==> src/rtl/core/pf_pkg.sv <==
package pf_pkg;

   localparam int VALUE_WIDTH = 32;
   // trial divisors never exceed the square root of the cofactor, plus one step
   localparam int D_WIDTH = (VALUE_WIDTH + 1) / 2 + 1;
   localparam int CNT_WIDTH = $clog2(VALUE_WIDTH);
   localparam logic [CNT_WIDTH-1:0] CNT_LAST = CNT_WIDTH'(VALUE_WIDTH - 1);

   typedef struct packed {
      logic                   vld;
      logic [VALUE_WIDTH-1:0] factor;
      logic                   valid_res;
      logic                   last;
   } pf_emit_type;

endpackage

==> src/rtl/core/prime_factorizer_core.sv <==
// Prime factorizer by trial division.
// Input channel req_valid/req_ready/req_value: one unsigned integer per transfer.
// Result channel rsp_valid/rsp_ready: one prime factor per transfer in
// nondecreasing order, repeated per multiplicity; rsp_last marks the final one.
// Inputs 0 and 1 give a single result with rsp_valid_res = 0 and rsp_last = 1.
// One item is worked at a time; req_ready is high only while no item is open.
// Each trial divisor takes one pass of the bit-serial divider, which
// produces one quotient bit per cycle. Divisors run from 2 up to the square
// root of the remaining cofactor, and each factor found costs one more trial.
// Each factor is held back until the next one is found so the last one can be marked; a result
// sits in the output register until taken, and a stalled receiver halts the
// search only when a new factor has to be handed over.
// Reset returns the block to idle and drops any result not yet transferred.
module prime_factorizer_core import pf_pkg::*; (
   input  logic                   clock,
   input  logic                   reset,
   input  logic                   req_valid,
   output logic                   req_ready,
   input  logic [VALUE_WIDTH-1:0] req_value,
   output logic                   rsp_valid,
   input  logic                   rsp_ready,
   output logic [VALUE_WIDTH-1:0] rsp_factor,
   output logic                   rsp_valid_res,
   output logic                   rsp_last
);

   typedef enum logic [7:0] {
      S_IDLE  = 8'b0000_0001,
      S_DIV   = 8'b0000_0010,
      S_WAIT  = 8'b0000_0100,
      S_PUSH  = 8'b0000_1000,
      S_FLUSH = 8'b0001_0000,
      S_TAIL  = 8'b0010_0000,
      S_LAST  = 8'b0100_0000,
      S_LOW   = 8'b1000_0000
   } state_type;

   state_type              state_ff, state_in;
   logic [VALUE_WIDTH-1:0] rest_ff, rest_in;
   logic [D_WIDTH-1:0]     d_ff, d_in;
   logic                   fresh_ff, fresh_in;
   logic [D_WIDTH-1:0]     pend_ff, pend_in;
   logic                   pend_vld_ff, pend_vld_in;

   logic                   div_start;
   logic                   div_done;
   logic [VALUE_WIDTH-1:0] quo;
   logic [D_WIDTH-1:0]     rem;
   logic                   can_load;
   pf_emit_type            emit;
   logic                   past_root;
   logic                   rest_big;
   logic [VALUE_WIDTH-1:0] pend_wide;

   pf_divider u_div (
      .clock     (clock),
      .reset     (reset),
      .start     (div_start),
      .dividend  (rest_ff),
      .divisor   (d_ff),
      .done      (div_done),
      .quotient  (quo),
      .remainder (rem)
   );

   pf_rsp_reg u_rsp (
      .clock         (clock),
      .reset         (reset),
      .emit          (emit),
      .can_load      (can_load),
      .rsp_valid     (rsp_valid),
      .rsp_ready     (rsp_ready),
      .rsp_factor    (rsp_factor),
      .rsp_valid_res (rsp_valid_res),
      .rsp_last      (rsp_last)
   );

   assign req_ready = state_ff == S_IDLE;
   assign div_start = state_ff == S_DIV;
   assign pend_wide = {{(VALUE_WIDTH - D_WIDTH){1'b0}}, pend_ff};
   // loop bound d <= rest / d, tested only on the first division by a divisor
   assign past_root = {{(VALUE_WIDTH - D_WIDTH){1'b0}}, d_ff} > quo;
   assign rest_big  = rest_ff > VALUE_WIDTH'(1);

   always_comb begin
      emit = '0;
      case (state_ff)
         S_PUSH, S_FLUSH: begin
            emit.vld       = 1'b1;
            emit.factor    = pend_wide;
            emit.valid_res = 1'b1;
         end
         S_LAST: begin
            emit.vld       = 1'b1;
            emit.factor    = pend_wide;
            emit.valid_res = 1'b1;
            emit.last      = 1'b1;
         end
         S_TAIL: begin
            emit.vld       = 1'b1;
            emit.factor    = rest_ff;
            emit.valid_res = 1'b1;
            emit.last      = 1'b1;
         end
         S_LOW: begin
            emit.vld  = 1'b1;
            emit.last = 1'b1;
         end
         default: begin
            emit = '0;
         end
      endcase
   end

   always_comb begin
      state_in    = state_ff;
      rest_in     = rest_ff;
      d_in        = d_ff;
      fresh_in    = fresh_ff;
      pend_in     = pend_ff;
      pend_vld_in = pend_vld_ff;
      case (state_ff)
         S_IDLE: begin
            if (req_valid) begin
               rest_in     = req_value;
               d_in        = D_WIDTH'(2);
               fresh_in    = 1'b1;
               pend_vld_in = 1'b0;
               state_in    = (req_value < VALUE_WIDTH'(2)) ? S_LOW : S_DIV;
            end
         end
         S_DIV: begin
            state_in = S_WAIT;
         end
         S_WAIT: begin
            if (div_done) begin
               if (fresh_ff && past_root) begin
                  if (rest_big) begin
                     state_in = pend_vld_ff ? S_FLUSH : S_TAIL;
                  end else begin
                     state_in = S_LAST;
                  end
               end else if (rem == '0) begin
                  // divide out d and try it again
                  rest_in  = quo;
                  fresh_in = 1'b0;
                  if (pend_vld_ff) begin
                     state_in = S_PUSH;
                  end else begin
                     pend_in     = d_ff;
                     pend_vld_in = 1'b1;
                     state_in    = S_DIV;
                  end
               end else begin
                  d_in     = d_ff + 1'b1;
                  fresh_in = 1'b1;
                  state_in = S_DIV;
               end
            end
         end
         S_PUSH: begin
            if (can_load) begin
               pend_in  = d_ff;
               state_in = S_DIV;
            end
         end
         S_FLUSH: begin
            if (can_load) begin
               state_in = S_TAIL;
            end
         end
         S_TAIL, S_LAST, S_LOW: begin
            if (can_load) begin
               state_in = S_IDLE;
            end
         end
         default: begin
            state_in = S_IDLE;
         end
      endcase
   end

   always_ff @(posedge clock) begin
      if (reset) begin
         state_ff    <= S_IDLE;
         pend_vld_ff <= 1'b0;
         fresh_ff    <= 1'b0;
      end else begin
         state_ff    <= state_in;
         pend_vld_ff <= pend_vld_in;
         fresh_ff    <= fresh_in;
      end
      rest_ff <= rest_in;
      d_ff    <= d_in;
      pend_ff <= pend_in;
   end

endmodule

==> src/rtl/core/pf_divider.sv <==
module pf_divider import pf_pkg::*; (
   input  logic                   clock,
   input  logic                   reset,
   input  logic                   start,
   input  logic [VALUE_WIDTH-1:0] dividend,
   input  logic [D_WIDTH-1:0]     divisor,
   output logic                   done,
   output logic [VALUE_WIDTH-1:0] quotient,
   output logic [D_WIDTH-1:0]     remainder
);

   logic                   busy_ff, busy_in;
   logic                   done_ff, done_in;
   logic [CNT_WIDTH-1:0]   cnt_ff, cnt_in;
   logic [VALUE_WIDTH-1:0] quo_ff, quo_in;
   logic [D_WIDTH-1:0]     rem_ff, rem_in;
   logic [D_WIDTH-1:0]     dvs_ff, dvs_in;
   logic [D_WIDTH:0]       shifted;
   logic [D_WIDTH:0]       diff;
   logic                   fits;

   // one quotient bit per cycle, dividend shifts out of the top of quo_ff
   assign shifted = {rem_ff, quo_ff[VALUE_WIDTH-1]};
   assign fits    = shifted >= {1'b0, dvs_ff};
   assign diff    = shifted - {1'b0, dvs_ff};

   always_comb begin
      busy_in = busy_ff;
      done_in = 1'b0;
      cnt_in  = cnt_ff;
      quo_in  = quo_ff;
      rem_in  = rem_ff;
      dvs_in  = dvs_ff;
      if (start) begin
         busy_in = 1'b1;
         cnt_in  = CNT_LAST;
         quo_in  = dividend;
         rem_in  = '0;
         dvs_in  = divisor;
      end else if (busy_ff) begin
         quo_in = {quo_ff[VALUE_WIDTH-2:0], fits};
         rem_in = fits ? diff[D_WIDTH-1:0] : shifted[D_WIDTH-1:0];
         cnt_in = cnt_ff - 1'b1;
         if (cnt_ff == '0) begin
            busy_in = 1'b0;
            done_in = 1'b1;
         end
      end
   end

   always_ff @(posedge clock) begin
      if (reset) begin
         busy_ff <= 1'b0;
         done_ff <= 1'b0;
      end else begin
         busy_ff <= busy_in;
         done_ff <= done_in;
      end
      cnt_ff <= cnt_in;
      quo_ff <= quo_in;
      rem_ff <= rem_in;
      dvs_ff <= dvs_in;
   end

   assign done      = done_ff;
   assign quotient  = quo_ff;
   assign remainder = rem_ff;

endmodule

==> src/rtl/core/pf_rsp_reg.sv <==
module pf_rsp_reg import pf_pkg::*; (
   input  logic                   clock,
   input  logic                   reset,
   input  pf_emit_type            emit,
   output logic                   can_load,
   output logic                   rsp_valid,
   input  logic                   rsp_ready,
   output logic [VALUE_WIDTH-1:0] rsp_factor,
   output logic                   rsp_valid_res,
   output logic                   rsp_last
);

   logic                   valid_ff, valid_in;
   logic [VALUE_WIDTH-1:0] factor_ff, factor_in;
   logic                   res_ff, res_in;
   logic                   last_ff, last_in;

   assign can_load = !valid_ff || rsp_ready;

   always_comb begin
      valid_in  = valid_ff;
      factor_in = factor_ff;
      res_in    = res_ff;
      last_in   = last_ff;
      if (valid_ff && rsp_ready) begin
         valid_in = 1'b0;
      end
      if (emit.vld && can_load) begin
         valid_in  = 1'b1;
         factor_in = emit.factor;
         res_in    = emit.valid_res;
         last_in   = emit.last;
      end
   end

   always_ff @(posedge clock) begin
      if (reset) begin
         valid_ff <= 1'b0;
      end else begin
         valid_ff <= valid_in;
      end
      factor_ff <= factor_in;
      res_ff    <= res_in;
      last_ff   <= last_in;
   end

   assign rsp_valid     = valid_ff;
   assign rsp_factor    = factor_ff;
   assign rsp_valid_res = res_ff;
   assign rsp_last      = last_ff;

endmodule

==> config.mk <==
export PLATFORM = sky130hd
export DESIGN_NAME = prime_factorizer_core
export DESIGN_NICKNAME = d
export VERILOG_FILES = /design/src/rtl/core/pf_pkg.sv /design/src/rtl/core/prime_factorizer_core.sv /design/src/rtl/core/pf_divider.sv /design/src/rtl/core/pf_rsp_reg.sv
export SDC_FILE = /design/constraint.sdc
export NUM_CORES = 1
export LEC_CHECK = 0
export BUFFER_PORTS_ARGS = -buffer_cell sky130_fd_sc_hd__buf_4
export CORE_AREA = 2 2 147 163
export CTS_BUF_LIST = sky130_fd_sc_hd__clkbuf_2 sky130_fd_sc_hd__clkbuf_4 sky130_fd_sc_hd__clkbuf_8
export CTS_CLUSTER_SIZE = 28
export DETAILED_ROUTE_END_ITERATION = 10
export DIE_AREA = 0 0 149 165
export RECOVER_POWER = 100
export SLEW_MARGIN = 20
export SYNTH_ARGS = -nofsm -noshare
export SYNTH_HDL_FRONTEND = slang
export SYNTH_SLANG_ARGS = --single-unit
==> constraint.sdc <==
create_clock -name clock -period 3.8 [get_ports clock]
set_input_delay 0.19 -clock clock [delete_from_list [all_inputs] [get_ports clock]]
set_output_delay 0.19 -clock clock [all_outputs]
set_load 0.05 [all_outputs]
### Word-level counts from Yosys, hierarchy flattened

Cells that the tools add are included.

* input port bits: 36
* word-level logic and storage cells: 111
* register bits: 184
* output and inout port bits: 36

* add/sub/neg operators: 3
* reductions and logical operators: 20
* equality and inequality tests: 17
* muxes and demuxes: 50
* bitwise operators: 1
* order comparisons: 4

Operator list (number)
* 2-to-1 mux 32 bit: 6
* 2-to-1 mux 17 bit: 10
* one-hot mux 17 bit (2 select lines): 2
* one-hot mux 33 bit (2 select lines): 1
* 2-to-1 mux 8 bit: 8
* one-hot mux 32 bit (2 select lines): 1
* one-hot mux 8 bit (6 select lines): 1
* greater-than comparator 17 x 32 -> 1 bit: 1
* greater-than comparator 32 x 1 -> 1 bit (second input constant): 1
* less-than comparator 32 x 2 -> 1 bit (second input constant): 1
* greater-or-equal comparator 18 x 17 -> 1 bit: 1
* adder 17 x 1 -> 17 bit (second input constant): 1
* zero test 17 bit: 1
* subtractor 17 bit: 1
* 2-to-1 mux 1 bit: 16
* AND reduction 5 bit: 3
* inequality test 2 bit (second input constant): 5
* OR reduction 3 bit: 3
* == test 8 x 1 -> 1 bit (second input constant): 1
* == test 8 x 2 -> 1 bit (second input constant): 1
* == test 8 x 3 -> 1 bit (second input constant): 1
* == test 8 x 4 -> 1 bit (second input constant): 1
* == test 8 x 5 -> 1 bit (second input constant): 1
* == test 8 x 6 -> 1 bit (second input constant): 1
* other kinds (17): 26

### Longest topological paths before layout

* depth in word-level cells: 5
* gate-level depth with buffers: 11
* depth with buffers taken out: 10

### Hierarchy

A second synthesis with hierarchy kept.

* cell total of the unflattened synthesis: 795
* area total of the unflattened synthesis: 9250.1 um^2

By module, submodules not included
* prime_factorizer_core: seq. area each 2182.1 um^2, times used 1, area each 4411.7 um^2, cells an instance 442
* pf_divider: seq. area each 1951.9 um^2, times used 1, area each 3762.4 um^2, cells an instance 314
* pf_rsp_reg: seq. area each 1041.0 um^2, times used 1, area each 1076.0 um^2, cells an instance 39

### Least setup slack after synthesis

OpenSTA, ideal clock, no wires.

* path type: reg2reg
* start: register state_ff[6]
* end: register rest_ff[0], enable pin
* period minus slack after synthesis: 3.340 ns
* cell stages (with the launch flop): 6
* arrival time: 2.952 ns
* required time: 3.412 ns
* setup slack: 0.460 ns
* library setup time: 0.388 ns
* path buffers: 1
* cells stage by stage: dfxtp_1 > buf_2 > or4_4 > or3_4 > nor2_1 > a21o_1

* cells in the longest elaborated chain, start to end: 3
* elaborated cells on any way between the ends: 8
* classes of those cells: eq/ne (6); reduce/logical (2)

Ends and longest elaborated chain
* from (decl): RTL line prime_factorizer_core.sv:38 `state_type state_ff, state_in;`
* from (signal assigned): RTL line prime_factorizer_core.sv:189 `state_ff <= state_in;`
* == test 8 x 1 -> 1 bit (*)
* via req_ready: RTL line prime_factorizer_core.sv:18 `output logic req_ready,`
* inequality test 2 bit (no source line) or nonzero test 2 bit (tied branches)
* AND reduction 5 bit (no source line) (*)
* to (signal assigned): RTL line prime_factorizer_core.sv:193 `rest_ff <= rest_in;`
* to (decl): RTL line prime_factorizer_core.sv:39 `logic [VALUE_WIDTH-1:0] rest_ff, rest_in;`

The timed path passes the listed nets; every way through them passes the cells marked *.
A chain may end at the register's enable or synchronous reset.

### Worst setup path in the final report

* start: register d_ff[13]
* end: register d_ff[7], enable pin

* cells in the longest elaborated chain, start to end: 4

Ends and longest elaborated chain
* from (decl): RTL line prime_factorizer_core.sv:40 `logic [D_WIDTH-1:0] d_ff, d_in;`
* from (signal assigned): RTL line prime_factorizer_core.sv:194 `d_ff <= d_in;`
* greater-than comparator 17 x 32 -> 1 bit: RTL line prime_factorizer_core.sv:82 `assign past_root = {{(VALUE_WIDTH - D_WIDTH){1'b0}}, d_ff} > quo;`
* logical AND 1 bit: RTL line prime_factorizer_core.sv:137 `if (fresh_ff && past_root) begin`
* inequality test 2 bit (no source line)
* AND reduction 5 bit (no source line)

No other way between the ends.

==> flow_metrics.py <==
metrics = {
    "global_route": {
        "grt_max_degree": 70,
        "antenna_found_initial": 0,
        "grt_pass1_vias": 6151,
        "grt_pass1_wl_um": 34290,
        "overflow": 0,
        "grt_use_total_pct": 18.39,
    },
    "die": {
        "rows": 58,
        "io_pins": 72,
        "start_util_pct": 39.79,
        "dieWidth_um": 149,
        "fp.dieH_um": 165,
        "die_area_mm2": 0.02459,
        "core_area_mm2": 0.02279,
    },
    "yosys": {
        "async_flop_share_pct": 0,
        "synth_ff_type": "edfxtp_1",
        "yosysTopAreaCell": "edfxtp_1",
        "avgSynthCellArea_um2": 11.13,
        "synth_edf_count": 149,
        "synth_area_mm2": 0.009067,
        "synthDistinctLibCells": 68,
        "synth_nets": 888,
        "ys_ff_latch": 184,
        "yosys_warnings": 0,
        "synthTopCellsByArea": "edfxtp_1 49%, dfxtp_1 7.7%, ha_1 5.0%",
        "syn_inst": 815,
        "synth_top_cell_area_share_pct": 49.34,
        "yosysSeqAreaShare_pct": 57.07,
    },
    "timing": {
        "final.setup.tns_ns": 0,
        "clock_skew_ns": 0.02115,
        "fmax_ghz": 0.2903,
        "min_period_ns": 3.445,
        "finalHoldViolations": 0,
        "grt_setup_unrepaired": "false",
        "finalMaxSlewViolations": 70,
        "finalCritPeriodShare_pct": 90.65,
        "finalSetupViolCount": 0,
        "worstMarginPinSlew_ns": 1.517,
        "max-slew-margin-rel_pct": -1.150,
    },
    "layout": {
        "area_growth_pct": 14.63,
        "finalNonFillerCells": 1219,
        "num_antenna_cells": 0,
        "drive_gt1_share_pct": 11.53,
        "layout.nets": 979,
    },
    "worst_setup_path": {
        "start_kind": "flip-flop",
        "cp-end-kind": "flip-flop",
        "arrival_ns": 3.56,
        "path_class": "reg2reg",
        "worstPathMaxFanout": 17,
        "reg2reg_depth": 8,
        "crit_required_ns": 3.92,
    },
    "routing": {
        "ant_nets": 0,
        "drcViolationCount": 0,
        "post_drt_via_cell_ratio": 5.429,
        "vias": 6618,
        "wl_per_cell_um": 18.53,
        "drt_first_pass_iters": 5,
        "drtIter0Drc": 502,
        "postRouteWirelength_um": 22590,
    },
    "cts": {
        "clk_latency_ns": 0.48,
        "cts_buffer_depth": 2,
        "cts_sinks": 184,
        "h-tree-depth": 4,
        "numCtsBuffers": 17,
        "cts_root_buf": "clkbuf_8",
        "cts_post_setup_buffers_inserted": 0,
        "cts_tree": "yes",
        "clk_pin_slew_worst_paths_ns": 0.12,
    },
    "run_status": {
        "failed_checks": "capacitance limit, slew limit",
        "status": "finished, violations left",
    },
    "worst_hold_path": {
        "holdPathStages": 3,
        "hp-class": "in2reg",
    },
    "placed_design": {
        "dp.cells": 1168,
        "portBuffers": 71,
        "dp.final_hpwl_um": 15750,
        "gp_congestion": 0.8093,
    },
    "run": {
        "maxCapViolCount": 1,
    },
    "power": {
        "vdd_drop_max_v": 0.0002706,
        "p_per_area_mw_per_mm2": 616.2,
        "p_leak_uw": 0.003903,
    },
}
worst max-delay path, stage by stage (launching register included):
cell and delay [ns]:
edfxtp_1 0.50, ha_1 0.35, a21o_1 0.16, a21o_1 0.17, a2111oi_0 0.54, a31oi_1 0.32, or3b_4 0.47, o21ai_1 0.13
clkbuf_2 0.43
metrics by stage:
stage,hold slack (ns),total power [µW],cell area (µm²),utilization [%],setup slack [ns]
after CTS,0.003391,6452,10570,46.40,0.5093
after global placement,0.4742,5032,9958,43.70,0.5484
after global routing,0.01641,6775,10390,45.61,0.1354
after floorplan,0.3771,4431,9067,-,0.4599
final,0.03434,6405,10390,45.61,0.3554
after detailed placement,0.4703,5063,9958,43.70,0.5407
cells in the final DEF (no fill, tap or decap), types with 4 or more instances in the layout:
master,count
nor3_1,11
nor2_1,35
and2_0,11
nor2b_1,5
edfxtp_1,149
mux2i_1,8
or2_2,6
ha_1,36
xnor2_1,8
clkbuf_1,41
o21ai_0,63
clkbuf_8,17
nand3_1,13
clkinv_8,4
a21oi_1,33
and3_1,9
clkbuf_2,4
inv_8,4
nand2b_1,7
a22o_1,17
a21o_1,9
dlygate4sd3_1,19
nand4_1,14
dfxtp_1,35
or3_1,10
o31ai_1,6
o21a_1,8
o211ai_1,4
and2_1,6
o2bb2ai_1,5
nor4_1,26
xor2_1,19
nand2_1,109
mux2_2,16
buf_4,40
a31oi_1,5
inv_1,49
layer usage:
| layer | wire length (µm) | part of all wire, % | track usage, % |
|---|---|---|---|
| met1 | 10410 | 46 | 25.30 |
| met3 | 970 | 4.3 | 2.348 |
| met2 | 10810 | 48 | 30.04 |
| met4 | 400 | 1.8 | 6.407 |
| met5 | 0 | 0 | 0 |
layout make-up:
class                   instances  area, µm²
well taps                     300      375.4
fillers                      2179      12390
inverters                      49      183.9
multi-input cells             549       3563
repair buffers                105      671.9
clock buffers                  18      241.5
clock inverters                14      182.7
flip-flops and latches        184       5175
final timing paths:
kind	start	to	slack, ns
min	req_value[1]	rest_ff[1]	0.03
max	d_ff[13]	d_ff[7]	0.36
max reg2reg	d_ff[13]	d_ff[7]	0.36
min reg2reg	u_div.cnt_ff[3]	u_div.cnt_ff[3]	0.51
what timing repair did:
item | CTS | global route
gates resized for setup | 0 | 0
endpoints found under the hold margin | 26 | 0
hold buffers | 19 | 0
setup endpoints to repair | 0 | 0
Yosys cell counts (all sizes together), types with 10 or more instances:
library cell and instances:
clkbuf 24, nor4 26, xor2 19, edfxtp 149, dfxtp 35, nor2 35
a21oi 33, a22o 17, nor3 12, inv 48, o21ai 64, or3 10
nand4 14, ha 36, mux2 16, and2 17, nand3 13, nand2 109
where the power goes:
group	total, µW	switching (µW)	leakage, µW	internal [µW]
sequential	3070	364	0.00159	2700
clock	1370	801	0.000211	571
combinational	1960	1210	0.00211	755
logic make-up (layout without fill, tap and decap cells):
group | Yosys count | count (layout) | synth area share (%)
simple gates | 283 | 283 | 15.94
flops | 184 | 184 | 57.07
compound gates | 178 | 178 | 12.65
buf+inv | 82 | 186 | 3.670
fa+ha+maj | 37 | 37 | 5.188
xor+xnor | 27 | 27 | 2.608
mux | 24 | 24 | 2.870
flip-flops by register name (all words and copies together) (netlist names):
signal / flops
d_ff: 17
fresh_ff: 1
pend_ff: 17
pend_vld_ff: 1
rest_ff: 32
state_ff: 8
u_div.busy_ff: 1
u_div.cnt_ff: 5
u_div.done: 1
u_div.dvs_ff: 17
u_div.quotient: 32
u_div.remainder: 17
u_rsp.rsp_factor: 32
u_rsp.rsp_last: 1
u_rsp.rsp_valid: 1
u_rsp.rsp_valid_res: 1
No activity file was read; power rests on OpenSTA's default activity.
